[config.mk]
export PLATFORM = sky130hd
export DESIGN_NAME = nearest_free_slot_finder
export DESIGN_NICKNAME = d
export VERILOG_FILES = /design/src/sv/nfsf_pkg.sv /design/src/sv/nfsf_ctrl.sv /design/src/sv/nfsf_datapath.sv /design/src/sv/nearest_free_slot_finder.sv
export VERILOG_INCLUDE_DIRS = /design/src /design/src/sv
export SDC_FILE = /design/constraint.sdc
export NUM_CORES = 2
export LEC_CHECK = 0
export CAP_MARGIN = 30
export CORE_ASPECT_RATIO = 0.6
export CORE_UTILIZATION = 44
export CTS_CLUSTER_SIZE = 10
export DETAILED_ROUTE_END_ITERATION = 16
export DONT_BUFFER_PORTS = 1
export PLACE_DENSITY = 0.56
export SLEW_MARGIN = 0
export SYNTH_ARGS = -nofsm -noshare
export SYNTH_HDL_FRONTEND = slang
export SYNTH_SLANG_ARGS = --single-unit
[constraint.sdc]
create_clock -name i_clk -period 12.9 [get_ports i_clk]
set_input_delay 1.935 -clock i_clk [delete_from_list [all_inputs] [get_ports i_clk]]
set_output_delay 1.935 -clock i_clk [all_outputs]
set_load 0.005 [all_outputs]
[src/sv/nearest_free_slot_finder_assert.svh]
// ----------------------------------------------------------------------------
// Nearest free slot finder assertion macros
// Property wrappers for the checks at the end of the top level.
// ----------------------------------------------------------------------------
`ifndef NEAREST_FREE_SLOT_FINDER_ASSERT_SVH
`define NEAREST_FREE_SLOT_FINDER_ASSERT_SVH

`ifndef SYNTHESIS

// Same-cycle implication, checked on every rising clock edge out of reset.
`define NFSF_ASSERT_NOW(lbl, clk, rst_n, ante, cons, msg) \
    lbl: assert property (@(posedge clk) disable iff (!rst_n) (ante) |-> (cons)) \
        else $error(msg);

// Next-cycle implication, checked on every rising clock edge out of reset.
`define NFSF_ASSERT_NEXT(lbl, clk, rst_n, ante, cons, msg) \
    lbl: assert property (@(posedge clk) disable iff (!rst_n) (ante) |=> (cons)) \
        else $error(msg);

`else

`define NFSF_ASSERT_NOW(lbl, clk, rst_n, ante, cons, msg)
`define NFSF_ASSERT_NEXT(lbl, clk, rst_n, ante, cons, msg)

`endif

`endif

[src/sv/nfsf_pkg.sv]
// ----------------------------------------------------------------------------
// Nearest free slot finder package
// Sizes, command codes and the control and status bundles of the block.
// ----------------------------------------------------------------------------
package nfsf_pkg;

    localparam int MAX_SLOTS = 64;
    localparam int IDX_W     = (MAX_SLOTS > 1) ? $clog2(MAX_SLOTS) : 1;
    localparam int CNT_W     = $clog2(MAX_SLOTS + 1);
    localparam int DIST_W    = 20;
    localparam int SUM_W     = 22;

    localparam logic [DIST_W-1:0] NO_DIST = DIST_W'(999999);

    localparam logic [1:0] CMD_QUERY  = 2'd0;
    localparam logic [1:0] CMD_WRITE  = 2'd1;
    localparam logic [1:0] CMD_OCCUPY = 2'd2;

    localparam logic CFG_RADIUS = 1'b0;
    localparam logic CFG_COUNT  = 1'b1;

    typedef struct packed {
        logic [9:0] x;
        logic [9:0] y;
        logic [7:0] w;
        logic [7:0] h;
        logic [9:0] ident;
    } t_entry;

    typedef struct packed {
        logic             capture;
        logic             wr_entry;
        logic             wr_occ;
        logic             rd_en;
        logic [IDX_W-1:0] rd_addr;
        logic             pass2;
    } t_dp_cmd;

    typedef struct packed {
        logic pipe_empty;
        logic have;
    } t_dp_stat;

endpackage

[src/sv/nfsf_ctrl.sv]
// ----------------------------------------------------------------------------
// Nearest free slot finder controller
// Sequences table writes and the two search passes over the slot table.
// ----------------------------------------------------------------------------
module nfsf_ctrl
    import nfsf_pkg::*;
(
    input  logic        i_clk,
    input  logic        i_rst_n,
    input  logic        i_start,
    input  logic [1:0]  i_command,
    input  logic [6:0]  i_slot_count,
    input  t_dp_stat    i_stat,
    output t_dp_cmd     o_cmd,
    output logic        o_busy,
    output logic        o_done
);

    typedef enum logic [2:0] {
        S_IDLE,
        S_PASS1,
        S_DRAIN1,
        S_PASS2,
        S_DRAIN2,
        S_RESULT
    } t_state;

    t_state             r_state, n_state;
    logic [CNT_W-1:0]   r_idx, n_idx;
    logic               r_pass2, n_pass2;
    logic               r_busy, n_busy;
    logic               r_done, n_done;
    logic [CNT_W-1:0]   w_limit;

    always_comb begin
        if (32'(i_slot_count) > MAX_SLOTS) begin
            w_limit = CNT_W'(MAX_SLOTS);
        end else begin
            w_limit = CNT_W'(i_slot_count);
        end
    end

    always_comb begin
        n_state = r_state;
        n_idx   = r_idx;
        n_pass2 = r_pass2;
        n_busy  = r_busy;
        n_done  = 1'b0;

        o_cmd          = '0;
        o_cmd.rd_addr  = r_idx[IDX_W-1:0];
        o_cmd.pass2    = r_pass2;

        case (r_state)
            S_IDLE: begin
                if (i_start) begin
                    o_cmd.capture = 1'b1;
                    n_busy        = 1'b1;
                    n_idx         = '0;
                    n_pass2       = 1'b0;
                    case (i_command)
                        CMD_QUERY: begin
                            n_state = S_PASS1;
                        end
                        CMD_WRITE: begin
                            o_cmd.wr_entry = 1'b1;
                            n_state        = S_RESULT;
                            n_done         = 1'b1;
                        end
                        CMD_OCCUPY: begin
                            o_cmd.wr_occ = 1'b1;
                            n_state      = S_RESULT;
                            n_done       = 1'b1;
                        end
                        default: begin
                            n_state = S_RESULT;
                            n_done  = 1'b1;
                        end
                    endcase
                end
            end
            S_PASS1, S_PASS2: begin
                if (r_idx < w_limit) begin
                    o_cmd.rd_en = 1'b1;
                    n_idx       = r_idx + CNT_W'(1);
                end else begin
                    n_state = (r_state == S_PASS1) ? S_DRAIN1 : S_DRAIN2;
                end
            end
            S_DRAIN1: begin
                // The nearby pass decides only once its last entry left the pipeline.
                if (i_stat.pipe_empty) begin
                    if (i_stat.have) begin
                        n_state = S_RESULT;
                        n_done  = 1'b1;
                    end else begin
                        n_state = S_PASS2;
                        n_pass2 = 1'b1;
                        n_idx   = '0;
                    end
                end
            end
            S_DRAIN2: begin
                if (i_stat.pipe_empty) begin
                    n_state = S_RESULT;
                    n_done  = 1'b1;
                end
            end
            S_RESULT: begin
                n_state = S_IDLE;
                n_busy  = 1'b0;
            end
            default: begin
                n_state = S_IDLE;
                n_busy  = 1'b0;
            end
        endcase
    end

    always_ff @(posedge i_clk) begin
        if (!i_rst_n) begin
            r_state <= S_IDLE;
            r_idx   <= '0;
            r_pass2 <= 1'b0;
            r_busy  <= 1'b0;
            r_done  <= 1'b0;
        end else begin
            r_state <= n_state;
            r_idx   <= n_idx;
            r_pass2 <= n_pass2;
            r_busy  <= n_busy;
            r_done  <= n_done;
        end
    end

    assign o_busy = r_busy;
    assign o_done = r_done;

endmodule

[src/sv/nfsf_datapath.sv]
// ----------------------------------------------------------------------------
// Nearest free slot finder datapath
// Slot table memories, distance pipeline and best-candidate tracking.
// ----------------------------------------------------------------------------
module nfsf_datapath
    import nfsf_pkg::*;
(
    input  logic                i_clk,
    input  logic                i_rst_n,
    input  t_dp_cmd             i_cmd,
    input  logic [5:0]          i_slot_index,
    input  logic [9:0]          i_slot_ident,
    input  logic [9:0]          i_pos_x,
    input  logic [9:0]          i_pos_y,
    input  logic [7:0]          i_size_w,
    input  logic [7:0]          i_size_h,
    input  logic                i_taken_flag,
    input  logic [7:0]          i_search_radius,
    output t_dp_stat            o_stat,
    output logic                o_found,
    output logic [5:0]          o_chosen_index,
    output logic [9:0]          o_chosen_ident,
    output logic [DIST_W-1:0]   o_distance_sq,
    output logic                o_within_radius
);

    // Gap along one axis between [a0,a1] and [b0,b1]; zero when they overlap.
    function automatic logic [10:0] axis_gap(input logic signed [12:0] a0,
                                             input logic signed [12:0] a1,
                                             input logic signed [12:0] b0,
                                             input logic signed [12:0] b1);
        logic signed [12:0] diff;
        begin
            if (a1 < b0) begin
                diff = b0 - a1;
            end else if (a0 > b1) begin
                diff = a0 - b1;
            end else begin
                diff = '0;
            end
            return diff[10:0];
        end
    endfunction

    t_entry             r_entry_mem [MAX_SLOTS];
    logic               r_occ_mem   [MAX_SLOTS];

    logic [9:0]         r_qx, r_qy;
    logic [7:0]         r_qw, r_qh;
    logic [15:0]        r_r2;

    logic               r_v1, r_v2;
    t_entry             r_rd_entry;
    logic               r_rd_occ;
    logic [IDX_W-1:0]   r_idx1, r_idx2;
    logic [9:0]         r_id2;
    logic [20:0]        r_sqx, r_sqy;

    logic               r_have;
    logic [DIST_W-1:0]  r_best_d;
    logic [IDX_W-1:0]   r_best_i;
    logic [9:0]         r_best_id;

    logic               w_idx_ok;
    logic [IDX_W-1:0]   w_wr_addr;
    logic [15:0]        w_r2;
    logic [10:0]        w_gapx, w_gapy, w_opx, w_opy;
    logic [9:0]         w_adx, w_ady;
    logic [20:0]        w_sqx, w_sqy;
    logic [SUM_W-1:0]   w_sum;
    logic               w_take;

    assign w_idx_ok  = 32'(i_slot_index) < MAX_SLOTS;
    assign w_wr_addr = IDX_W'(i_slot_index);
    assign w_r2      = 16'(i_search_radius) * 16'(i_search_radius);

    always_ff @(posedge i_clk) begin
        if (w_idx_ok && i_cmd.wr_entry) begin
            r_entry_mem[w_wr_addr] <= '{x: i_pos_x, y: i_pos_y, w: i_size_w,
                                        h: i_size_h, ident: i_slot_ident};
        end
        if (w_idx_ok && (i_cmd.wr_entry || i_cmd.wr_occ)) begin
            r_occ_mem[w_wr_addr] <= i_taken_flag;
        end
        if (i_cmd.rd_en) begin
            r_rd_entry <= r_entry_mem[i_cmd.rd_addr];
            r_rd_occ   <= r_occ_mem[i_cmd.rd_addr];
        end
    end

    // Stage one: per-axis distance of the entry just read, then its squares.
    always_comb begin
        w_gapx = axis_gap($signed({3'b000, r_qx}),
                          $signed({3'b000, r_qx}) + $signed({5'b00000, r_qw}) - 13'sd1,
                          $signed({3'b000, r_rd_entry.x}),
                          $signed({3'b000, r_rd_entry.x})
                              + $signed({5'b00000, r_rd_entry.w}) - 13'sd1);
        w_gapy = axis_gap($signed({3'b000, r_qy}),
                          $signed({3'b000, r_qy}) + $signed({5'b00000, r_qh}) - 13'sd1,
                          $signed({3'b000, r_rd_entry.y}),
                          $signed({3'b000, r_rd_entry.y})
                              + $signed({5'b00000, r_rd_entry.h}) - 13'sd1);
        w_adx  = (r_rd_entry.x >= r_qx) ? (r_rd_entry.x - r_qx) : (r_qx - r_rd_entry.x);
        w_ady  = (r_rd_entry.y >= r_qy) ? (r_rd_entry.y - r_qy) : (r_qy - r_rd_entry.y);
        w_opx  = i_cmd.pass2 ? {1'b0, w_adx} : w_gapx;
        w_opy  = i_cmd.pass2 ? {1'b0, w_ady} : w_gapy;
    end

    assign w_sqx = 21'(w_opx) * 21'(w_opx);
    assign w_sqy = 21'(w_opy) * 21'(w_opy);

    // Stage two: strict less-than keeps the lowest index on ties.
    assign w_sum  = {1'b0, r_sqx} + {1'b0, r_sqy};
    assign w_take = r_v2 && (w_sum < SUM_W'(NO_DIST)) && (w_sum < SUM_W'(r_best_d))
                    && (i_cmd.pass2 || (w_sum <= SUM_W'(r_r2)));

    always_ff @(posedge i_clk) begin
        if (i_cmd.capture) begin
            r_qx <= i_pos_x;
            r_qy <= i_pos_y;
            r_qw <= i_size_w;
            r_qh <= i_size_h;
            r_r2 <= w_r2;
        end
        r_idx1 <= i_cmd.rd_addr;
        r_idx2 <= r_idx1;
        r_id2  <= r_rd_entry.ident;
        r_sqx  <= w_sqx;
        r_sqy  <= w_sqy;
        if (i_cmd.capture) begin
            r_best_d  <= NO_DIST;
            r_best_i  <= '0;
            r_best_id <= '0;
        end else if (w_take) begin
            r_best_d  <= w_sum[DIST_W-1:0];
            r_best_i  <= r_idx2;
            r_best_id <= r_id2;
        end
    end

    always_ff @(posedge i_clk) begin
        if (!i_rst_n) begin
            r_v1   <= 1'b0;
            r_v2   <= 1'b0;
            r_have <= 1'b0;
        end else begin
            r_v1 <= i_cmd.rd_en;
            r_v2 <= r_v1 && !r_rd_occ;
            if (i_cmd.capture) begin
                r_have <= 1'b0;
            end else if (w_take) begin
                r_have <= 1'b1;
            end
        end
    end

    assign o_stat.pipe_empty = !r_v1 && !r_v2;
    assign o_stat.have       = r_have;

    assign o_found         = r_have;
    assign o_chosen_index  = 6'(r_best_i);
    assign o_chosen_ident  = r_best_id;
    assign o_distance_sq   = r_have ? r_best_d : '0;
    assign o_within_radius = r_have && !i_cmd.pass2;

endmodule

[src/sv/nearest_free_slot_finder.sv]
// ----------------------------------------------------------------------------
// Nearest free slot finder
// Slot table with a two-pass nearest free slot search.
// ----------------------------------------------------------------------------
// A command is taken when start is high and busy is low, and it always gives
// exactly one result, shown for one cycle with o_done high; the receiver must
// take it then. A query walks the first slot_count table entries (at most 64)
// one per cycle through a single read port of the slot table; when the nearby
// pass finds nothing the fallback pass walks the table again. Result fields
// are zero for writes and when no slot is chosen. Reset does not clear the
// table.
// ----------------------------------------------------------------------------
module nearest_free_slot_finder
    import nfsf_pkg::*;
(
    input  logic                i_clk,
    input  logic                i_rst_n,
    input  logic                start,
    output logic                busy,
    input  logic [1:0]          i_command,
    input  logic [5:0]          i_slot_index,
    input  logic [9:0]          i_slot_ident,
    input  logic [9:0]          i_pos_x,
    input  logic [9:0]          i_pos_y,
    input  logic [7:0]          i_size_w,
    input  logic [7:0]          i_size_h,
    input  logic                i_taken_flag,
    output logic                o_done,
    output logic                o_found,
    output logic [5:0]          o_chosen_index,
    output logic [9:0]          o_chosen_ident,
    output logic [DIST_W-1:0]   o_distance_sq,
    output logic                o_within_radius,
    input  logic                i_cfg_we,
    input  logic                i_cfg_index,
    input  logic [7:0]          i_cfg_data
);

    logic [7:0]  r_search_radius;
    logic [6:0]  r_slot_count;
    t_dp_cmd     w_cmd;
    t_dp_stat    w_stat;

    always_ff @(posedge i_clk) begin
        if (!i_rst_n) begin
            r_search_radius <= 8'd12;
            r_slot_count    <= '0;
        end else if (i_cfg_we) begin
            case (i_cfg_index)
                CFG_RADIUS: r_search_radius <= i_cfg_data;
                CFG_COUNT:  r_slot_count    <= i_cfg_data[6:0];
                default:    r_slot_count    <= r_slot_count;
            endcase
        end
    end

    nfsf_ctrl u_ctrl (
        .i_clk        (i_clk),
        .i_rst_n      (i_rst_n),
        .i_start      (start && !busy),
        .i_command    (i_command),
        .i_slot_count (r_slot_count),
        .i_stat       (w_stat),
        .o_cmd        (w_cmd),
        .o_busy       (busy),
        .o_done       (o_done)
    );

    nfsf_datapath u_datapath (
        .i_clk           (i_clk),
        .i_rst_n         (i_rst_n),
        .i_cmd           (w_cmd),
        .i_slot_index    (i_slot_index),
        .i_slot_ident    (i_slot_ident),
        .i_pos_x         (i_pos_x),
        .i_pos_y         (i_pos_y),
        .i_size_w        (i_size_w),
        .i_size_h        (i_size_h),
        .i_taken_flag    (i_taken_flag),
        .i_search_radius (r_search_radius),
        .o_stat          (w_stat),
        .o_found         (o_found),
        .o_chosen_index  (o_chosen_index),
        .o_chosen_ident  (o_chosen_ident),
        .o_distance_sq   (o_distance_sq),
        .o_within_radius (o_within_radius)
    );

`include "nearest_free_slot_finder_assert.svh"

    `NFSF_ASSERT_NEXT(a_accept_busy, i_clk, i_rst_n, start && !busy, busy, "busy did not rise after a transfer")
    `NFSF_ASSERT_NEXT(a_done_single, i_clk, i_rst_n, o_done, !o_done, "result strobe lasted more than one cycle")
    `NFSF_ASSERT_NOW(a_near_found, i_clk, i_rst_n, o_done && o_within_radius, o_found, "nearby flag without a chosen slot")
    `NFSF_ASSERT_NOW(a_dist_range, i_clk, i_rst_n, o_done && o_found, o_distance_sq < NO_DIST, "chosen distance out of range")

endmodule

==> results.toml <==
[outcome]
status = "complete, no violations"

[clocking]
cts-htree-levels = 5
cts_hold_buf = 0
cts_tree = "yes"
cts.clk_slew.worst_paths_ns = 0.06
cts-root-buf = "clkbuf_16"
clkSinkCount = 3235
clockBufferDepth = 4
post_cts_buffers = 0
numCtsBuffers = 368
cts_resized = 0
clk_latency_ns = 0.91

[worst_setup_path]
start_kind = "register"
crit_type = "register to register"
slowest_delay_ns = 0.85
crit_slowest_cell = "a22oi_1"
arrival_ns = 11.92
critPathMaxFanout = 13
crit_path_end_kind = "register"
required_ns = 13.74

[floorplan]
dieArea_um2 = 314700
initial_utilization_pct = 44.38
std_cell_rows = 158
io_pins = 108
core_area_um2 = 309800
die_h_um = 435.0
die_x_um = 723.6

[layout]
layout_common_cells = "3106 x edfxtp_1, 987 x mux4_2, 459 x inv_1"
drive_above_1_share_pct = 22.99
layout_commonest_cell = "edfxtp_1"
fill_cells = 24913
layout.nets = 7825
areaGrowthSynthToFinish_pct = 11.96

[place]
hpwlAfterDp_mm = 231.8
gp_congestion = 0.9032
io_buffers = 0

[logic_synthesis]
synth_seq_cells = 3235
async_reset_ff_share_pct = 0
synth.yosys.warnings = 0
syn_area_um2 = 137500
syn_nets = 7574
yosys.cell_types.count = 91
syn_avg_cell_area_um2 = 19.70
synth_edf_count = 3106
syn_inst = 6978
synthFlopType = "edfxtp_1"
seq_area_frac_synth_pct = 69.73

[global_routing]
grt_max_degree = 129
first_global_vias = 69060
grt_remaining_overflow = 0
antenna_found_initial = 33
grt_pass1_wl_mm = 550.2
grt_use_total_pct = 24.96

[timing]
setup_viol_count_final = 0
rsz0062_at_grt = "no"
fin_setup_tns_ns = 0
period_needed_ns = 11.08
drv_slew = 0
tightest_slew_ns = 1.134
post-route-period-util_pct = 85.92
finalHoldViolations = 0
fin_skew_ns = 0.06512
slew-limit-headroom_pct = 24.39
fmax_mhz = 90.22

[drt]
vias = 70486
via_per_inst = 6.142
totalWireLength_mm = 392.7
firstDrtPassIters = 6
drtIter0Drc = 8683
wl_per_cell_um = 34.22
detail-route-antenna-nets = 0
drc = 0

[hold_path]
worstHoldPathType = "register to register"

[run]
max_cap_violations = 0
state kept, by name (all words and copies together) (netlist names), 7 cells and up:
register / cells
r_slot_count: 7
u_datapath.r_qw: 8
u_datapath.r_sqx: 20
u_datapath.o_chosen_ident: 10
u_datapath.r_r2: 15
u_datapath.r_qx: 10
u_datapath.r_qy: 10
u_datapath.r_entry_mem: 2944
u_datapath.r_rd_entry: 46
u_datapath.r_id2: 10
u_datapath.r_sqy: 20
u_datapath.r_best_d: 20
u_datapath.r_occ_mem: 64
u_datapath.r_qh: 8
r_search_radius: 8
u_ctrl.r_idx: 7
cell type report:
| type | count | area [µm²] | share of cell area (%) |
|---|---|---|---|
| sequential | 3235 | 95880 | 62.29 |
| tap | 4160 | 5205 | 3.382 |
| clock inverter | 19 | 316.6 | 0.2057 |
| timing repair buffer | 182 | 1932 | 1.255 |
| multi-input combinational | 2978 | 39190 | 25.46 |
| antenna | 9 | 22.52 | 0.01463 |
| inverter | 464 | 1748 | 1.136 |
| clock buffer | 430 | 9622 | 6.251 |
logic make-up after synthesis:
kind of cell / count (synthesis) / synth area share, %
buffers and inverters: 765 / 2.141
DFF: 3235 / 69.73
muxes: 1043 / 16.59
AOI/OAI and AO/OA: 451 / 2.177
adders and majority gates: 528 / 5.696
and+or+nand+nor: 791 / 2.617
xor gates and xnor gates: 165 / 1.057
synth_stat cells, drive strengths merged (11+ instances only):
library cell | n | area (µm²)
a211oi | 15 | 112.6
nand2b | 30 | 187.7
ha | 365 | 4567
nand2 | 210 | 795.8
or2 | 12 | 75.07
nor2b | 26 | 162.7
edfxtp | 3106 | 93270
inv | 463 | 1738
a2111oi | 14 | 131.4
nor3 | 35 | 180.2
o21a | 20 | 150.1
o21bai | 26 | 195.2
or3 | 15 | 93.84
and2 | 48 | 300.3
a21o | 46 | 345.3
mux4 | 987 | 22230
dfxtp | 129 | 2582
clkbuf | 207 | 777.0
nand3 | 43 | 215.2
buf | 94 | 419.2
mux2i | 47 | 470.5
o211ai | 11 | 87.58
fa | 163 | 3263
xnor2 | 110 | 970.9
o21ai | 73 | 365.3
nor4 | 11 | 68.82
and3 | 11 | 73.82
nor2 | 316 | 1186
xor2 | 55 | 481.7
a21oi | 154 | 774.5
metrics by stage:
stage	util (%)	instances	hold WS, ns	cell area (µm²)	worst slack (ns)
detailed placement	46.42	11011	0.3143	143800	1.993
floorplan	-	6978	0.3096	137500	3.822
finish	49.68	11477	0.3105	153900	1.816
CTS	49.63	11460	0.3092	153800	1.966
global route	49.68	11471	0.3202	153900	1.021
global placement	46.24	10985	0.3157	143200	2.331
critical path, delay by kind of cell, from the launching register on:
kind | cells | cell delay [ns]
xor+xnor | 2 | 0.34
simple gates | 5 | 0.77
fa+ha+maj | 10 | 4.17
flops | 1 | 0.48
compound gates | 15 | 4.89
buf+inv | 5 | 0.35
per-layer routing:
| metal | track usage (%) | up-vias | share of wire (%) |
|---|---|---|---|
| li1 | - | 28311 | - |
| met1 | 39.74 | 38374 | 46 |
| met2 | 35.07 | 3371 | 43 |
| met3 | 6.232 | 424 | 10 |
| met4 | 4.471 | 6 | 1.8 |
| met5 | 0 | - | 0.0076 |
path summary, 6_finish.rpt:
path | start | end | slack, ns | cells past startpoint
worst max-delay path | u_datapath.r_qy[1] | u_datapath.r_sqy[19] | 1.82 | 37
worst min-delay path | u_datapath.r_rd_entry[2] | u_datapath.r_id2[2] | 0.31 | 0
worst min register to register | u_datapath.r_rd_entry[2] | u_datapath.r_id2[2] | 0.31 | 0
worst max register to register | u_datapath.r_qy[1] | u_datapath.r_sqy[19] | 1.82 | 37
Power is left out: the tool's default activity adds up to more than one toggle a clock period on the data nets, which glitch-free logic cannot reach.
